===== config.mk =====
export PLATFORM = sky130hd
export DESIGN_NAME = vector_octant_angle_core
export DESIGN_NICKNAME = d
export VERILOG_FILES = /design/src/hw/rtl/voa_pkg.sv /design/src/hw/rtl/voa_fold.sv /design/src/hw/rtl/voa_div_cell.sv /design/src/hw/rtl/voa_out.sv /design/src/hw/rtl/vector_octant_angle_core.sv
export SDC_FILE = /design/constraint.sdc
export NUM_CORES = 1
export LEC_CHECK = 0
export BUFFER_PORTS_ARGS = -buffer_cell sky130_fd_sc_hd__clkbuf_2
export CAP_MARGIN = 20
export CELL_PAD_IN_SITES_DETAIL_PLACEMENT = 0
export CELL_PAD_IN_SITES_GLOBAL_PLACEMENT = 1
export CORE_UTILIZATION = 40
export DETAILED_ROUTE_END_ITERATION = 10
export HOLD_SLACK_MARGIN = 0.06
export PLACE_DENSITY_LB_ADDON = 0.12
export SETUP_SLACK_MARGIN = 0.4
export SLEW_MARGIN = 20
export SYNTH_ARGS = -nofsm -noshare
export SYNTH_HDL_FRONTEND = slang
export SYNTH_HIERARCHICAL = 1
export SYNTH_SLANG_ARGS = --single-unit
export TNS_END_PERCENT = 100

===== constraint.sdc =====
create_clock -name clk -period 3.2 [get_ports clk]
set_clock_uncertainty 0.1 [all_clocks]
set_input_delay 0.32 -clock clk [delete_from_list [all_inputs] [get_ports clk]]
set_output_delay 0.32 -clock clk [all_outputs]
set_load 0.005 [all_outputs]

===== src/hw/rtl/voa_pkg.sv =====
// Shared types, constants and functions of the vector octant angle core.
// No dependencies; imported by every module of the core.
package voa_pkg;

	localparam int unsigned CompW = 16;
	localparam int unsigned FracW = 8;
	localparam int unsigned RemW  = CompW + 1;
	localparam int unsigned OctW  = 3;
	localparam int unsigned AngW  = 11;
	localparam int unsigned NumCells = FracW;

	localparam logic [FracW-1:0] FracOne = 8'd128;
	localparam logic [AngW-1:0]  AngZero = 11'h7FF;

	typedef struct packed {
		logic             zero;
		logic [OctW-1:0]  oct;
		logic [RemW-1:0]  rem;
		logic [CompW-1:0] dvs;
		logic [FracW-1:0] quo;
	} stage_t;

	function automatic logic [OctW-1:0] octant_of(input logic [2:0] idx);
		logic [OctW-1:0] oct;
		case (idx)
			3'd0: oct = 3'd1;
			3'd1: oct = 3'd0;
			3'd2: oct = 3'd2;
			3'd3: oct = 3'd3;
			3'd4: oct = 3'd6;
			3'd5: oct = 3'd7;
			3'd6: oct = 3'd5;
			3'd7: oct = 3'd4;
			default: oct = 3'd0;
		endcase
		return oct;
	endfunction

endpackage


===== src/hw/rtl/voa_fold.sv =====
// Input stage: folds the vector into the first octant and registers it.
// Depends on voa_pkg.
module voa_fold (
	input  logic                clk,
	input  logic                arst_n,
	input  logic                in_valid,
	output logic                in_ready,
	input  logic [15:0]         vec_x,
	input  logic [15:0]         vec_y,
	output logic                out_valid,
	input  logic                out_ready,
	output voa_pkg::stage_t     out_data
);
	import voa_pkg::*;

	logic [CompW-1:0] ax, ay;
	logic             xneg, yneg, swap;
	stage_t           fold;
	logic             vld_q;
	stage_t           data_q;

	always_comb begin
		ax = vec_x[15] ? (~vec_x + 16'd1) : vec_x;
		ay = vec_y[15] ? (~vec_y + 16'd1) : vec_y;
		xneg = vec_x[15] || (vec_x == '0);
		yneg = vec_y[15] || (vec_y == '0);
		swap = ax < ay;
		fold.zero = (ax == '0) && (ay == '0);
		fold.oct = octant_of({xneg, yneg, swap});
		fold.rem = {1'b0, (swap ? ax : ay)};
		fold.dvs = swap ? ay : ax;
		fold.quo = '0;
	end

	assign in_ready = !vld_q || out_ready;

	always_ff @(posedge clk or negedge arst_n) begin
		if (!arst_n) begin
			vld_q <= 1'b0;
		end else if (in_ready) begin
			vld_q <= in_valid;
		end
	end

	always_ff @(posedge clk) begin
		if (in_valid && in_ready) begin
			data_q <= fold;
		end
	end

	assign out_valid = vld_q;
	assign out_data  = data_q;

endmodule


===== src/hw/rtl/voa_div_cell.sv =====
// One restoring-division cell: settles one fraction bit and passes the item on.
// Depends on voa_pkg.
module voa_div_cell (
	input  logic                clk,
	input  logic                arst_n,
	input  logic                in_valid,
	output logic                in_ready,
	input  voa_pkg::stage_t     in_data,
	output logic                out_valid,
	input  logic                out_ready,
	output voa_pkg::stage_t     out_data
);
	import voa_pkg::*;

	logic             ge;
	logic [RemW-1:0]  diff;
	stage_t           nxt;
	logic             vld_q;
	stage_t           data_q;

	always_comb begin
		ge   = in_data.rem >= {1'b0, in_data.dvs};
		diff = ge ? (in_data.rem - {1'b0, in_data.dvs}) : in_data.rem;
		nxt      = in_data;
		nxt.rem  = {diff[CompW-1:0], 1'b0};
		nxt.quo  = {in_data.quo[FracW-2:0], ge};
	end

	assign in_ready = !vld_q || out_ready;

	always_ff @(posedge clk or negedge arst_n) begin
		if (!arst_n) begin
			vld_q <= 1'b0;
		end else if (in_ready) begin
			vld_q <= in_valid;
		end
	end

	always_ff @(posedge clk) begin
		if (in_valid && in_ready) begin
			data_q <= nxt;
		end
	end

	assign out_valid = vld_q;
	assign out_data  = data_q;

endmodule


===== src/hw/rtl/voa_out.sv =====
// Output stage: mirrors the fraction in odd octants, adds the octant base and holds the result.
// Depends on voa_pkg.
module voa_out (
	input  logic                clk,
	input  logic                arst_n,
	input  logic                in_valid,
	output logic                in_ready,
	input  voa_pkg::stage_t     in_data,
	output logic                out_valid,
	input  logic                out_ready,
	output logic [10:0]         angle
);
	import voa_pkg::*;

	logic [FracW-1:0] frac;
	logic [9:0]       sum;
	logic [AngW-1:0]  ang;
	logic             vld_q;
	logic [AngW-1:0]  angle_q;

	always_comb begin
		frac = in_data.oct[0] ? (FracOne - in_data.quo) : in_data.quo;
		sum  = {in_data.oct, 7'd0} + {2'd0, frac};
		ang  = in_data.zero ? AngZero : {1'b0, sum};
	end

	assign in_ready = !vld_q || out_ready;

	always_ff @(posedge clk or negedge arst_n) begin
		if (!arst_n) begin
			vld_q <= 1'b0;
		end else if (in_ready) begin
			vld_q <= in_valid;
		end
	end

	always_ff @(posedge clk) begin
		if (in_valid && in_ready) begin
			angle_q <= ang;
		end
	end

	assign out_valid = vld_q;
	assign angle     = angle_q;

endmodule


===== src/hw/rtl/vector_octant_angle_core.sv =====
// Vector octant angle core: fold stage, eight division cells, output stage.
// An accepted input item passes the fold, division-cell and output registers in order to m_tdata.
// Throughput is one item per cycle while the output side does not stall.
// Every stage holds its item while the next one is full and stalled, so stalls ripple back.
// Reset (arst_n low) empties all stages at once; payload registers are not reset.
// Depends on voa_pkg, voa_fold, voa_div_cell and voa_out.
module vector_octant_angle_core (
	input  logic        clk,
	input  logic        arst_n,
	input  logic        s_tvalid,
	output logic        s_tready,
	input  logic [31:0] s_tdata,   // vec_x [15:0], vec_y [31:16]
	output logic        m_tvalid,
	input  logic        m_tready,
	output logic [15:0] m_tdata    // angle [10:0], zero padding [15:11]
);
	import voa_pkg::*;

	logic                valid_c [NumCells+1];
	logic                ready_c [NumCells+1];
	stage_t              data_c  [NumCells+1];
	logic [AngW-1:0]     angle;

	voa_fold u_fold (
		.clk       (clk),
		.arst_n    (arst_n),
		.in_valid  (s_tvalid),
		.in_ready  (s_tready),
		.vec_x     (s_tdata[15:0]),
		.vec_y     (s_tdata[31:16]),
		.out_valid (valid_c[0]),
		.out_ready (ready_c[0]),
		.out_data  (data_c[0])
	);

	for (genvar i = 0; i < NumCells; i++) begin : g_cell
		voa_div_cell u_cell (
			.clk       (clk),
			.arst_n    (arst_n),
			.in_valid  (valid_c[i]),
			.in_ready  (ready_c[i]),
			.in_data   (data_c[i]),
			.out_valid (valid_c[i+1]),
			.out_ready (ready_c[i+1]),
			.out_data  (data_c[i+1])
		);
	end

	voa_out u_out (
		.clk       (clk),
		.arst_n    (arst_n),
		.in_valid  (valid_c[NumCells]),
		.in_ready  (ready_c[NumCells]),
		.in_data   (data_c[NumCells]),
		.out_valid (m_tvalid),
		.out_ready (m_tready),
		.angle     (angle)
	);

	assign m_tdata = {5'd0, angle};

endmodule


==> results.md <==
* Status: finished, final reports clean
* Required time of the critical path at about 3.4 ns
* Drt wl/cell at approximately 17 um
* Setup crit end kind: flop
* TritonCTS Buffers at 41
* Crit Path Class: in -> reg
* DR iter-0 viols at between 500 and 600
* H-tree levels at 2
* Sink Count at 349
* DRT Pass-1 Iters at 5
* Power per Cell Area at around 1000 nW/um^2
* Syn Area/Cell at 11.9 um^2
* Initial Utilization at around two fifths
* RSZ-0062 raised after global routing: yes
* Gp weighted congestion at 0.884
* Hold Violations, Final at 0
* Grt total ovfl at 0
* Hold_ws at approximately 0.12 ns
* Cell family with most CP delay: compound AO/OA/AOI/OAI gates
* Most frequent cells in the layout: edfxtp_1 (339), inv_1 (167), buf_4 (129), ha_1 (123), nand2_1 (87)
* Sum Neg Setup Slack at 0 ns
* Register clock-pin slew on the reported worst setup and hold paths at about 0.06 ns
* Final period utilization at 95.6%
* Crit-path cells: clkbuf_2, or4_4, buf_4, o41ai_2, xor2_1, inv_1, ha_1, a2111oi_4, nor3_2, a211o_4, clkbuf_16, mux2i_1
* Maximum vdd drop at between 0.5 and 0.6 mV
* Die height at 231 um
* Worst stage delay on the critical path at ~0.54 ns
* Largest net degree at the start of global routing at 44
* Filler cells at ~4.6k
* Via count at 13.8k
* Register area at 10400 um^2
* Slowest CP cell: or4_4
* First-pass GRT wire length at between 70 and 80 mm
* Vias in the first global route at about 14k
* Initial antenna violation count at 0
* CTS max path bufs at 3
* Max Freq at 327 MHz
* Final setup fails at 0
* Root Driver: clkbuf_16
* HP Class: in -> reg
* Layout cell share with drive strength beyond 1 at 24.9%
* Core footprint at a little over 50000 um^2
* Die Wd at roughly 230 um
* Area delta synth->final at 19.2%
* Cell row count at 83
* Post-Syn Area at around 21000 um^2
* Syn Inst Count at 1764
* Vias per cell at approximately 5.2
* CTS tree: yes
* Diodes inserted at 0
* Antenna violation net count after detailed routing at 0
* Die area at roughly 53000 um^2
* WP buf/inv at 4
* Synth warn at 6
* Port bufs at 48
* Area of the multi-input gates at 10200 um^2
* Setup crit start kind: input port
* Clk_lat worst skew at about 0.58 ns
* Most common cell after layout, fill and taps aside: edfxtp_1
* Total GRT Usage at 16.8%
* Slew headroom at about 41%
* Max-cap check violation count at 0
* Final critical-path required period at slightly above 3 ns
* CP max FO at 8
* Nets@finish at 2138
* Detailed placement HPWL at between 30 and 40 mm
* Final wirelength at around 45 mm
* Worst-margin pin slew at 0.890 ns
* Leak Pwr at approximately 10 nW
* Residual DRC count at 0
* Fin. max-slew vios at 0
* Critical Path AT at roughly 3.3 ns
* Ports at 54
## timing repair
action	in CTS	in global routing
endpoints found under the hold margin	12	0
pin swaps	6	32
gates cloned	0	5
setup buffers	3	27
hold buffers	5	0
resized for setup	20	107
setup endpoints to repair	157	190
## power by group
group	switching, mW	internal, mW
Combinational	6.45	6.28
Sequential	0.758	7.33
Clock	1.84	2.71
## area by class of cell
type | count | share of cell area [%]
Sequential cell | 349 | 41.8
Multi-Input combinational cell | 1192 | 40.8
Timing Repair Buffer | 195 | 6.16
Clock buffer | 57 | 4.63
Tap cell | 680 | 3.41
Inverter | 169 | 2.56
Clock inverter | 19 | 0.701
## sequential cells by signal (all words and copies together), names as in the netlist
| name | cells |
|---|---|
| g_cell.u_cell/out_valid | 8 |
| u_out/out_valid | 1 |
| u_fold/out_valid | 1 |
| u_out/angle | 11 |
| u_fold/out_data | 36 |
| g_cell.u_cell/out_data | 292 |
## through the flow
step,total power [mW],instances,setup WS [ns],utilization [%],area (um^2)
after floorplan,17.2,1768,-0.365,-,21000
after global placement,19.8,2545,-0.435,43.8,22600
after detailed placement,19.9,2545,-0.486,43.8,22600
after CTS,24.7,2629,0.183,46.7,24100
after global routing,27.1,2661,0.0493,48.5,25000
final,25.4,2661,0.140,48.5,25000
## per-layer routing
metal / up-vias / share of wire (%) / track usage, %
li1: 6889 / - / -
met1: 6630 / 40 / 17.5
met2: 180 / 54 / 32.4
met3: 102 / 2.4 / 2.17
met4: 0 / 4.5 / 8.59
met5: - / 0 / 0
## worst reg2reg max path: stages (launching register included)
cell and delay, ns:
edfxtp_1 0.40, ha_2 0.40, nand3_2 0.13, o21bai_2 0.24
a21oi_2 0.25, o21bai_2 0.16, a32oi_4 0.27, buf_12 0.20
mux2_2 0.35
## path summary, 6_finish.rpt
path | start | to | slack (ns) | cells past startpoint
max in group asynchronous | arst_n | g_cell[0].u_cell/out_valid$_DFFE_PN0N_ | 1.97 | 3
max | s_tdata[7] | u_fold/out_data[23]$_DFFE_PP_ | 0.14 | 12
max reg2reg | g_cell[5].u_cell/out_data[27]$_DFFE_PP_ | g_cell[6].u_cell/out_data[28]$_DFFE_PP_ | 0.46 | 8
min reg2reg | g_cell[2].u_cell/out_data[44]$_DFFE_PP_ | g_cell[3].u_cell/out_data[44]$_DFFE_PP_ | 0.31 | 0
min in group asynchronous | arst_n | g_cell[6].u_cell/out_valid$_DFFE_PN0N_ | 0.70 | 3
min | s_tdata[14] | u_fold/out_data[43]$_DFFE_PP_ | 0.12 | 2
Power figures use the tool's default switching activity.
